**config.mk**
```make
export PLATFORM = sky130hd
export DESIGN_NAME = color_space_pixel_converter_flat
export DESIGN_NICKNAME = d
export VERILOG_FILES = /design/src/sv/csc_pkg.sv /design/src/sv/csc_req_if.sv /design/src/sv/csc_rsp_if.sv /design/src/sv/csc_datapath.sv /design/src/sv/color_space_pixel_converter.sv /design/src/flat_wrapper.sv
export SDC_FILE = /design/constraint.sdc
export NUM_CORES = 1
export LEC_CHECK = 0
export ABC_CLOCK_PERIOD_IN_PS = 15400
export BUFFER_PORTS_ARGS = -buffer_cell sky130_fd_sc_hd__buf_2
export CORE_MARGIN = 3
export CORE_UTILIZATION = 45
export CTS_CLUSTER_DIAMETER = 200
export CTS_CLUSTER_SIZE = 12
export DETAILED_ROUTE_END_ITERATION = 7
export PLACE_DENSITY_LB_ADDON = 0.1
export REMOVE_ABC_BUFFERS = 1
export SYNTH_ARGS = -nofsm -noshare
export SYNTH_HDL_FRONTEND = slang
export SYNTH_HIERARCHICAL = 1
export SYNTH_SLANG_ARGS = --single-unit
```
**constraint.sdc**
```tcl
create_clock -name clock -period 15.4 [get_ports clock]
set_input_delay 1.54 -clock clock [delete_from_list [all_inputs] [get_ports clock]]
set_output_delay 1.54 -clock clock [all_outputs]
set_load 0.02 [all_outputs]
```
**src/sv/csc_pkg.sv**
```systemverilog
// ----------------------------------------------------------------------------
// Colour space converter package
// Shared widths, conversion mode codes and the pixel type.
// ----------------------------------------------------------------------------
package csc_pkg;

   localparam int CHAN_W              = 8;
   localparam int MODE_W              = 2;
   localparam int COEF_FRAC_BITS_DEF  = 16;

   // conversion modes
   localparam logic [MODE_W-1:0] MODE_RGB_TO_YCC  = 2'd0;
   localparam logic [MODE_W-1:0] MODE_YCC_TO_RGB  = 2'd1;
   localparam logic [MODE_W-1:0] MODE_RGB_TO_GREY = 2'd2;
   localparam logic [MODE_W-1:0] MODE_YCC_TO_GREY = 2'd3;

   typedef struct packed {
      logic [CHAN_W-1:0] a;
      logic [CHAN_W-1:0] b;
      logic [CHAN_W-1:0] c;
   } pix_type;

endpackage

```
**src/sv/csc_req_if.sv**
```systemverilog
// ----------------------------------------------------------------------------
// Pixel request channel
// Valid/ready channel carrying one three-channel input pixel.
// ----------------------------------------------------------------------------
interface csc_req_if
   import csc_pkg::*;
   ();
   logic              valid;
   logic              ready;
   logic [CHAN_W-1:0] chan_a;
   logic [CHAN_W-1:0] chan_b;
   logic [CHAN_W-1:0] chan_c;

   modport source (output valid, output chan_a, output chan_b, output chan_c, input ready);
   modport sink   (input valid, input chan_a, input chan_b, input chan_c, output ready);
endinterface

```
**src/sv/csc_rsp_if.sv**
```systemverilog
// ----------------------------------------------------------------------------
// Pixel response channel
// Valid/ready channel carrying one three-channel converted pixel.
// ----------------------------------------------------------------------------
interface csc_rsp_if
   import csc_pkg::*;
   ();
   logic              valid;
   logic              ready;
   logic [CHAN_W-1:0] out_a;
   logic [CHAN_W-1:0] out_b;
   logic [CHAN_W-1:0] out_c;

   modport source (output valid, output out_a, output out_b, output out_c, input ready);
   modport sink   (input valid, input out_a, input out_b, input out_c, output ready);
endinterface

```
**src/sv/csc_datapath.sv**
```systemverilog
// ----------------------------------------------------------------------------
// Colour space converter datapath
// Fixed-point multiply-add, floor and clamp to 0..255 for three conversions; YCbCr to grey copies luma.
// ----------------------------------------------------------------------------
module csc_datapath
   import csc_pkg::*;
#(
   parameter int COEF_FRAC_BITS = COEF_FRAC_BITS_DEF
) (
   input  logic [MODE_W-1:0] mode,
   input  pix_type           in_pix,
   output pix_type           out_pix
);

   localparam int F  = COEF_FRAC_BITS;
   localparam int SW = F + 12;   // every sum stays well inside this

   // coefficients rounded to nearest, ties up
   localparam longint KYR_L  = ((longint'(299)     <<< F) + 500)    / 1000;
   localparam longint KYG_L  = ((longint'(587)     <<< F) + 500)    / 1000;
   localparam longint KYB_L  = ((longint'(114)     <<< F) + 500)    / 1000;
   localparam longint KUR_L  = ((longint'(168736)  <<< F) + 500000) / 1000000;
   localparam longint KUG_L  = ((longint'(331264)  <<< F) + 500000) / 1000000;
   localparam longint KHF_L  = ((longint'(1)       <<< F) + 1)      / 2;
   localparam longint KVG_L  = ((longint'(418688)  <<< F) + 500000) / 1000000;
   localparam longint KVB_L  = ((longint'(81312)   <<< F) + 500000) / 1000000;
   localparam longint KRV_L  = ((longint'(1401999) <<< F) + 500000) / 1000000;
   localparam longint KGU_L  = ((longint'(344136)  <<< F) + 500000) / 1000000;
   localparam longint KGV_L  = ((longint'(714136)  <<< F) + 500000) / 1000000;
   localparam longint KBU_L  = ((longint'(1772)    <<< F) + 500)    / 1000;

   localparam logic signed [SW-1:0] K_YR  = SW'(KYR_L);
   localparam logic signed [SW-1:0] K_YG  = SW'(KYG_L);
   localparam logic signed [SW-1:0] K_YB  = SW'(KYB_L);
   localparam logic signed [SW-1:0] K_UR  = SW'(KUR_L);
   localparam logic signed [SW-1:0] K_UG  = SW'(KUG_L);
   localparam logic signed [SW-1:0] K_HF  = SW'(KHF_L);
   localparam logic signed [SW-1:0] K_VG  = SW'(KVG_L);
   localparam logic signed [SW-1:0] K_VB  = SW'(KVB_L);
   localparam logic signed [SW-1:0] K_RV  = SW'(KRV_L);
   localparam logic signed [SW-1:0] K_GU  = SW'(KGU_L);
   localparam logic signed [SW-1:0] K_GV  = SW'(KGV_L);
   localparam logic signed [SW-1:0] K_BU  = SW'(KBU_L);
   localparam logic signed [SW-1:0] OFF_Q = SW'(longint'(128) <<< F);

   localparam logic [CHAN_W-1:0] CHAN_MAX = {CHAN_W{1'b1}};

   logic signed [SW-1:0] a_s, b_s, c_s, u_s, v_s, y_s;
   logic signed [SW-1:0] sum_y, sum_cb, sum_cr, sum_r, sum_g, sum_b;
   logic [CHAN_W-1:0]    y_o, cb_o, cr_o, r_o, g_o, b_o;

   // floor by dropping the fraction, then clamp
   function automatic logic [CHAN_W-1:0] floor_sat(input logic signed [SW-1:0] s);
      logic [CHAN_W-1:0] r;
      if (s[SW-1]) begin
         r = '0;
      end else if (|s[SW-2:F+CHAN_W]) begin
         r = CHAN_MAX;
      end else begin
         r = s[F+CHAN_W-1:F];
      end
      return r;
   endfunction

   always_comb begin
      a_s = SW'($signed({1'b0, in_pix.a}));
      b_s = SW'($signed({1'b0, in_pix.b}));
      c_s = SW'($signed({1'b0, in_pix.c}));
      u_s = b_s - SW'(128);
      v_s = c_s - SW'(128);
      y_s = a_s <<< F;

      sum_y  = K_YR * a_s + K_YG * b_s + K_YB * c_s;
      sum_cb = OFF_Q - K_UR * a_s - K_UG * b_s + K_HF * c_s;
      sum_cr = OFF_Q + K_HF * a_s - K_VG * b_s - K_VB * c_s;
      sum_r  = y_s + K_RV * v_s;
      sum_g  = y_s - K_GU * u_s - K_GV * v_s;
      sum_b  = y_s + K_BU * u_s;

      y_o  = floor_sat(sum_y);
      cb_o = floor_sat(sum_cb);
      cr_o = floor_sat(sum_cr);
      r_o  = floor_sat(sum_r);
      g_o  = floor_sat(sum_g);
      b_o  = floor_sat(sum_b);

      case (mode)
         MODE_RGB_TO_YCC: begin
            out_pix.a = y_o;
            out_pix.b = cb_o;
            out_pix.c = cr_o;
         end
         MODE_YCC_TO_RGB: begin
            out_pix.a = r_o;
            out_pix.b = g_o;
            out_pix.c = b_o;
         end
         MODE_RGB_TO_GREY: begin
            out_pix.a = y_o;
            out_pix.b = y_o;
            out_pix.c = y_o;
         end
         default: begin
            out_pix.a = in_pix.a;
            out_pix.b = in_pix.a;
            out_pix.c = in_pix.a;
         end
      endcase
   end

endmodule

```
**src/sv/color_space_pixel_converter.sv**
```systemverilog
// ----------------------------------------------------------------------------
// Colour space pixel converter
// RGB / full-range BT.601 YCbCr / grey conversion of one pixel per clock when not stalled.
// ----------------------------------------------------------------------------
// Accepts one pixel per clock and returns one converted pixel per clock while
// the sink is ready. An accepted request is held in the pixel register, passes
// a single multiply-add and is registered in the result register, which drives
// rsp_bus; the rate of one pixel per cycle when the output is not stalled is
// set by that single multiply-add pass between the two registers. The
// result register decouples the two sides, so a new request is taken while a
// finished pixel still waits. csr_wr_data selects the mode (0 RGB to YCbCr,
// 1 YCbCr to RGB, 2 RGB to grey, 3 YCbCr to grey) and must only be written
// while no request is in flight.
module color_space_pixel_converter
   import csc_pkg::*;
#(
   parameter int COEF_FRAC_BITS = COEF_FRAC_BITS_DEF
) (
   input  logic              clock,
   input  logic              reset,
   csc_req_if.sink           req_bus,
   csc_rsp_if.source         rsp_bus,
   input  logic              csr_wr_en,
   input  logic [MODE_W-1:0] csr_wr_data
);

   logic [MODE_W-1:0] mode_ff, mode_in;
   logic              s1_valid_ff, s1_valid_in;
   pix_type           s1_pix_ff, s1_pix_in;
   logic              s2_valid_ff, s2_valid_in;
   pix_type           s2_pix_ff, s2_pix_in;
   pix_type           calc_pix;
   logic              s2_free, s1_adv, req_ready, accept;

   csc_datapath #(
      .COEF_FRAC_BITS (COEF_FRAC_BITS)
   ) u_datapath (
      .mode    (mode_ff),
      .in_pix  (s1_pix_ff),
      .out_pix (calc_pix)
   );

   always_comb begin
      s2_free   = !s2_valid_ff || rsp_bus.ready;
      s1_adv    = s1_valid_ff && s2_free;
      req_ready = !s1_valid_ff || s2_free;
      accept    = req_bus.valid && req_ready;

      mode_in = csr_wr_en ? csr_wr_data : mode_ff;

      // hold the request until the result stage has room
      s1_valid_in = accept ? 1'b1 : (s1_adv ? 1'b0 : s1_valid_ff);
      s1_pix_in   = s1_pix_ff;
      if (accept) begin
         s1_pix_in.a = req_bus.chan_a;
         s1_pix_in.b = req_bus.chan_b;
         s1_pix_in.c = req_bus.chan_c;
      end

      s2_valid_in = s1_adv ? 1'b1 : (rsp_bus.ready ? 1'b0 : s2_valid_ff);
      s2_pix_in   = s1_adv ? calc_pix : s2_pix_ff;
   end

   always_ff @(posedge clock) begin
      if (reset) begin
         mode_ff     <= MODE_RGB_TO_YCC;
         s1_valid_ff <= 1'b0;
         s2_valid_ff <= 1'b0;
      end else begin
         mode_ff     <= mode_in;
         s1_valid_ff <= s1_valid_in;
         s2_valid_ff <= s2_valid_in;
      end
   end

   always_ff @(posedge clock) begin
      s1_pix_ff <= s1_pix_in;
      s2_pix_ff <= s2_pix_in;
   end

   assign req_bus.ready = req_ready;
   assign rsp_bus.valid = s2_valid_ff;
   assign rsp_bus.out_a = s2_pix_ff.a;
   assign rsp_bus.out_b = s2_pix_ff.b;
   assign rsp_bus.out_c = s2_pix_ff.c;

`ifndef SYNTHESIS
   a_empty_ready: assert property (@(posedge clock) disable iff (reset)
      !s1_valid_ff |-> req_bus.ready)
      else $error("input stage empty but request not ready");

   a_adv_fills: assert property (@(posedge clock) disable iff (reset)
      s1_adv |=> s2_valid_ff)
      else $error("advanced request lost before result stage");

   a_stall_holds: assert property (@(posedge clock) disable iff (reset)
      s1_valid_ff && s2_valid_ff && !rsp_bus.ready |=> s1_valid_ff && $stable(s1_pix_ff))
      else $error("pending request dropped during output stall");

   a_grey_copy: assert property (@(posedge clock) disable iff (reset)
      s1_adv && mode_ff == MODE_YCC_TO_GREY |=> s2_pix_ff.a == $past(s1_pix_ff.a))
      else $error("luma pass-through mismatch");

   a_grey_equal: assert property (@(posedge clock) disable iff (reset)
      s2_valid_ff && (mode_ff == MODE_RGB_TO_GREY || mode_ff == MODE_YCC_TO_GREY)
      |-> s2_pix_ff.a == s2_pix_ff.b && s2_pix_ff.b == s2_pix_ff.c)
      else $error("grey result channels differ");
`endif

endmodule

```
**src/flat_wrapper.sv**
```systemverilog
// flat-port wrapper written by rule: the top's interface ports become plain ports
module color_space_pixel_converter_flat import csc_pkg::*;
#(
   parameter int COEF_FRAC_BITS = COEF_FRAC_BITS_DEF
)
  (clock, reset, csr_wr_en, csr_wr_data, req_bus_valid, req_bus_chan_a, req_bus_chan_b, req_bus_chan_c, req_bus_ready, rsp_bus_valid, rsp_bus_out_a, rsp_bus_out_b, rsp_bus_out_c, rsp_bus_ready);
  csc_req_if req_bus_i ();
  csc_rsp_if rsp_bus_i ();
  input  logic clock;
  input  logic reset;
  input  logic csr_wr_en;
  input  logic [MODE_W-1:0] csr_wr_data;
  input wire logic [$bits(req_bus_i.valid)-1:0] req_bus_valid;
  input wire logic [$bits(req_bus_i.chan_a)-1:0] req_bus_chan_a;
  input wire logic [$bits(req_bus_i.chan_b)-1:0] req_bus_chan_b;
  input wire logic [$bits(req_bus_i.chan_c)-1:0] req_bus_chan_c;
  output wire logic [$bits(req_bus_i.ready)-1:0] req_bus_ready;
  output wire logic [$bits(rsp_bus_i.valid)-1:0] rsp_bus_valid;
  output wire logic [$bits(rsp_bus_i.out_a)-1:0] rsp_bus_out_a;
  output wire logic [$bits(rsp_bus_i.out_b)-1:0] rsp_bus_out_b;
  output wire logic [$bits(rsp_bus_i.out_c)-1:0] rsp_bus_out_c;
  input wire logic [$bits(rsp_bus_i.ready)-1:0] rsp_bus_ready;
  assign req_bus_i.valid = req_bus_valid;
  assign req_bus_i.chan_a = req_bus_chan_a;
  assign req_bus_i.chan_b = req_bus_chan_b;
  assign req_bus_i.chan_c = req_bus_chan_c;
  assign req_bus_ready = req_bus_i.ready;
  assign rsp_bus_valid = rsp_bus_i.valid;
  assign rsp_bus_out_a = rsp_bus_i.out_a;
  assign rsp_bus_out_b = rsp_bus_i.out_b;
  assign rsp_bus_out_c = rsp_bus_i.out_c;
  assign rsp_bus_i.ready = rsp_bus_ready;
  color_space_pixel_converter #(.COEF_FRAC_BITS(COEF_FRAC_BITS)) u_core (.clock(clock), .reset(reset), .req_bus(req_bus_i), .rsp_bus(rsp_bus_i), .csr_wr_en(csr_wr_en), .csr_wr_data(csr_wr_data));
endmodule
```
Word level (Yosys, flattened, before mapping)
Cells that the tools add are included.

Flip-flop bits (word level): 52. Input port bits: 31. Output and inout port bits: 26. Word-level logic and storage cells: 68.

$add $sub $neg: 14. $mul: 11. Equality and inequality tests: 2. Muxes and demuxes: 17. Reduce and logical (&&, ||, !) cells: 15.

Operator list (count): $mux W8 (12); $pmux W24 S3 (1); $mul A15 B8 Y23 const A (3); $mul A13 B8 Y21 const A (3); $add A25 B27 Y28 (1); $add A25 B28 Y28 (1); $mul A16 B28 Y28 const A (1); $mul A17 B28 Y27 const A (1); $sub A25 B28 Y28 (1); $sub A28 B26 Y28 (1); $add A26 B24 Y27 (1); $mul A18 B9 Y27 const A (1); $sub A26 B22 Y27 (1); $add A25 B21 Y26 (1); $sub A25 B23 Y26 (1); $sub A25 B24 Y26 (1); $add A23 B24 Y25 (1); $add A24 B23 Y25 const A (1); $mul A16 B9 Y25 const A (1); $sub A24 B22 Y25 const A (1); $mul A14 B8 Y22 const A (1); $reduce_or A3 Y1 (6); $sub A8 B8 Y9 const B (2); $mux W1 (4); other kinds (7) (11).

Logic depth before layout (Yosys ltp)
Depth in word-level cells: 8. Mapped depth: 38. Gate-level depth less buffers: 37.

Modules after synthesis
Netlist, hierarchy kept.

By module, submodules not included: csc_datapath (instances 1, cells each 2684, area each 24722.5 um2, seq. area each 0.0 um2); color_space_pixel_converter (instances 1, cells each 64, area each 1612.8 um2, seq. area each 1521.5 um2).

Worst setup path before layout
Ideal clock, no wire load.

Path kind: reg2reg. Start point: reg u_core/s1_pix_ff[7] (netlist bit). End point: reg u_core.s2_pix_ff (netlist bit u_core/rsp_bus.out_b[3]) (data pin). Library setup time: 0.273 ns. Arrival: 9.717 ns. Required time: 15.127 ns. Path slack: 5.411 ns. Cell stages (with the launch flop): 38. Path buffers: 1. Period minus slack after synthesis: 9.989 ns. Cell sequence: edfxtp_1 > clkinv_1 > ha_1 > inv_1 > fa_1 > xnor2_1 > ha_1 > a21o_1 > fa_1 > ha_1 > a21oi_1 > nor2b_1 > o21a_1 > o2111a_1 > o21a_1 > o21ai_0 > nand2b_1 > a21oi_1 > [... 2 more ...] > inv_1 > fa_1 > fa_1 > fa_1 > inv_1 > fa_1 > inv_1 > ha_1 > nand2_1 > a211oi_1 > a211oi_1 > o21ai_1 > o41ai_1 > o211ai_1 > and3_1 > clkbuf_2 > o2111ai_1 > o2111ai_1.

RTL lines: start, declared (RTL line color_space_pixel_converter.sv:29) `pix_type s1_pix_ff, s1_pix_in;`; start signal, assigned (RTL line color_space_pixel_converter.sv:77) `s1_pix_ff <= s1_pix_in;`; end signal, assigned (RTL line color_space_pixel_converter.sv:78) `s2_pix_ff <= s2_pix_in;`; end, declared (RTL line color_space_pixel_converter.sv:31) `pix_type s2_pix_ff, s2_pix_in;`.

==> flow_metrics.py <==
metrics = {
    "routing": {
        "drc_errors": 0,
        "wl_per_cell_um": 23.2,
        "wirelength_um": 83500,
        "drt-pass1-iter-count": 5,
        "drtAntennaViolNets": 0,
        "vias_per_cell": 5.44,
        "detailroute.via_count": 19600,
        "initialDrtViolationCount": 1163,
    },
    "run": {
        "drv.max_cap_violation_count": 0,
    },
    "yosys": {
        "cell_type_contributing_the_most_total_cell_area_after_synthesis": "ha_1",
        "ys_seq_area_share_pct": 5.78,
        "synth_cell_type_count": 83,
        "synth.area.top_cells": "ha_1 (32%), fa_1 (29%), inv_1 (9.4%)",
        "netlist_area_sq_um": 26300,
        "synthAdderAreaFrac_pct": 61.0,
        "post_synth_edffs": 48,
        "synth.top_cells.by_count": "ha_1 (675), inv_1 (657), fa_1 (380), a21oi_1 (121), nor2_1 (101)",
        "compound_cell_area_share_of_the_yosys_netlist_pct": 11.1,
        "combinational_family_with_the_most_area_after_synthesis": "adder cells",
        "postSynthRegisterBits": 52,
        "syn_avg_cell_area_sq_um": 9.58,
        "simple_gate_share_of_the_synthesized_area_pct": 7.48,
        "post_synth_xor_area_fraction_pct": 4.86,
        "ys_warn_count": 6,
        "synthMostInstantiatedCell": "ha_1",
        "postSynth.topFlopCell": "edfxtp_1",
        "yosys_top_cell_area_share_pct": 32.1,
        "synth-async-reset-ratio_pct": 0,
        "synthMuxAreaShare_pct": 0.200,
        "synthesis.instances": 2748,
    },
    "clocking": {
        "worstSkewPairLatency_ps": 360,
        "post_cts.resized_instances": 0,
        "cts_buffers": 5,
        "clkSinkCount": 52,
        "cts_setup_buffers": 0,
        "cts_tree": "built",
        "htree_num_levels": 2,
        "cts.clk_slew.worst_paths_ps": 100,
        "clock_tree.buffer_depth": 2,
        "ctsHoldBuffers": 0,
        "clockRootBuffer": "clkbuf_16",
    },
    "floorplan": {
        "core_sq_um": 57800,
        "io_pins": 57,
        "floorplan.die_area_sq_um": 61500,
        "fp-row-count": 88,
        "die_y_um": 248,
        "die_width_um": 248,
        "start_util_pct": 45.6,
    },
    "placement": {
        "post_dp_cell_area_sq_um": 27800,
        "hpwlAfterDp_um": 71000,
        "place_congestion": 0.942,
        "placement.io_buffers": 56,
        "dp_worst_setup_slack_ps": 4230,
    },
    "setup_path": {
        "cp_slowest_stage_delay_ps": 750,
        "cpMostUsedCell": "fa_1",
        "setup.worst_path.start": "u_core/s1_pix_ff[7]",
        "r2r_setup_slack_ps": 4010,
        "worstSetupStartpointType": "flip-flop",
        "worst-path-max-fanout": 17,
        "setup.worst_path.end": "u_core/rsp_bus.out_b[4]",
        "critical_path.reg2reg.endpoint": "u_core/rsp_bus.out_b[4]",
        "endpoint_kind": "flip-flop",
        "worst-setup-path-type": "flip-flop to flip-flop",
        "timing.rr.start": "u_core/s1_pix_ff[7]",
        "cp_data_required_time_ps": 15570,
        "worst_path_arrival_ps": 11550,
        "worst_path_max_delay_cell": "clkinv_1",
        "worst-r2r-cell-count": 35,
    },
    "timing": {
        "finalCriticalPeriod_ps": 11390,
        "drv_slew": 0,
        "final-setup-viol-count": 0,
        "finalClockSkew_ps": 17.8,
        "worst_pin_slew_ps": 1050,
        "timing.slew.headroom_pct": 29.0,
        "totalNegativeSetupSlack_ps": 0,
        "fmax_ghz": 0.0878,
        "timing.final.hold_violations": 0,
        "setup_ws_ps": 4010,
        "grt_setup_unrepaired": "no",
        "finalCritPeriodShare_pct": 73.9,
        "hold_ws_ps": 515,
    },
    "global_route": {
        "grt_max_degree": 31,
        "grt_first_pass_wirelength_um": 125000,
        "first_global_vias": 20400,
        "grt_overflow": 0,
        "grt_antenna_before_repair": 3,
        "gr-usage-all-layers_pct": 28.0,
    },
    "finish": {
        "final_net_count": 3922,
        "drive_gt1_share_pct": 4.90,
        "final_design_area_no_fill_sq_um": 27900,
        "count_of_inserted_antenna_diode_cells": 0,
        "areaGrowthSynthToFinish_pct": 5.98,
    },
    "hold_path": {
        "min-delay-path-class": "flip-flop to flip-flop",
    },
    "outcome": {
        "status": "completed",
    },
}
[cells by family (layout without fill, tap and decap cells)]
logic type                 Yosys count  after routing
xor gates and xnor gates           146            146
buffers and inverters              666            755
muxes                                5              5
adders and majority gates         1055           1055
AOI/OAI and AO/OA                  442            442
DFF                                 52             52
and+or+nand+nor                    382            382
[worst max-delay path, delay by kind of cell (launching register included)]
| family | cells | cell delay [ps] |
|---|---|---|
| flip-flops | 1 | 340 |
| AND/OR/NAND/NOR | 5 | 990 |
| adder cells (fa/ha/maj) | 11 | 4930 |
| AO/OA/AOI/OAI | 10 | 3030 |
| buffers and inverters | 7 | 1490 |
| XOR/XNOR | 2 | 400 |
[layout make-up]
cell class              count  area, sq um
fillers                  5450        29900
multi-input cells        2030        22300
inverters                 659         2470
flip-flops and latches     52         1520
well taps                 765          957
repair buffers             88          520
clock buffers               5          125
clock inverters             3         26.3
[routing by layer]
layer | global-route usage, % | vias up | routed length (um) | share of wire, %
met5 | 0 | - | 23 | 0.028
met4 | 8.14 | 4 | 2740 | 3.3
met3 | 4.82 | 92 | 4490 | 5.4
met2 | 44.7 | 446 | 37600 | 45
met1 | 39.1 | 9774 | 38600 | 46
li1 | - | 9290 | - | -
[registers in the layout (all words and copies together), names as in the netlist]
name                  cells
u_core/mode_ff            2
u_core/rsp_bus.out_c      8
u_core/rsp_bus.out_b      8
u_core/s1_pix_ff         24
u_core/rsp_bus.valid      1
u_core/rsp_bus.out_a      8
u_core/s1_valid_ff        1
[worst min path at each step]
stage | end | depth (start not counted) | slack [ps] | startpoint
finish | u_core/rsp_bus.valid | 2 | 510 | u_core/s1_valid_ff
global route | u_core/rsp_bus.valid | 2 | 530 | u_core/s1_valid_ff
CTS | u_core/rsp_bus.valid | 2 | 510 | u_core/s1_valid_ff
detailed placement | u_core/rsp_bus.valid | 2 | 480 | u_core/s1_valid_ff
global placement | u_core/rsp_bus.valid | 2 | 480 | u_core/s1_valid_ff
floorplan | u_core/rsp_bus.valid | 2 | 460 | u_core/s1_valid_ff
[stage by stage]
stage,util (%),instances
2_1_floorplan,-,2741
3_3_place_gp,48.0,3594
5_1_grt,48.3,3602
3_5_place_dp,48.0,3594
4_1_cts,48.3,3602
6_report,48.3,3602
[placed cells by master (no fill, tap or decap), drive strengths merged, types with 5 or more instances in the layout]
master	n
ha	675
inv	658
fa	380
a21oi	122
nor2	101
xnor2	89
buf	88
o21ai	79
nand2	67
xor2	57
edfxtp	48
a21o	48
nor3	37
nand3	32
o21a	27
nand2b	26
a211oi	21
or2	20
o211ai	19
nor2b	19
or3	17
and3	16
a211o	15
a31oi	14
o21bai	13
and2	13
o2111ai	10
nand4	9
o31ai	7
o221ai	6
o31a	6
nand3b	6
a2111oi	6
clkbuf	5
o41ai	5
Power is not shown: default switching activity piles up to over one toggle a cycle in this logic, so the estimate is an artifact.
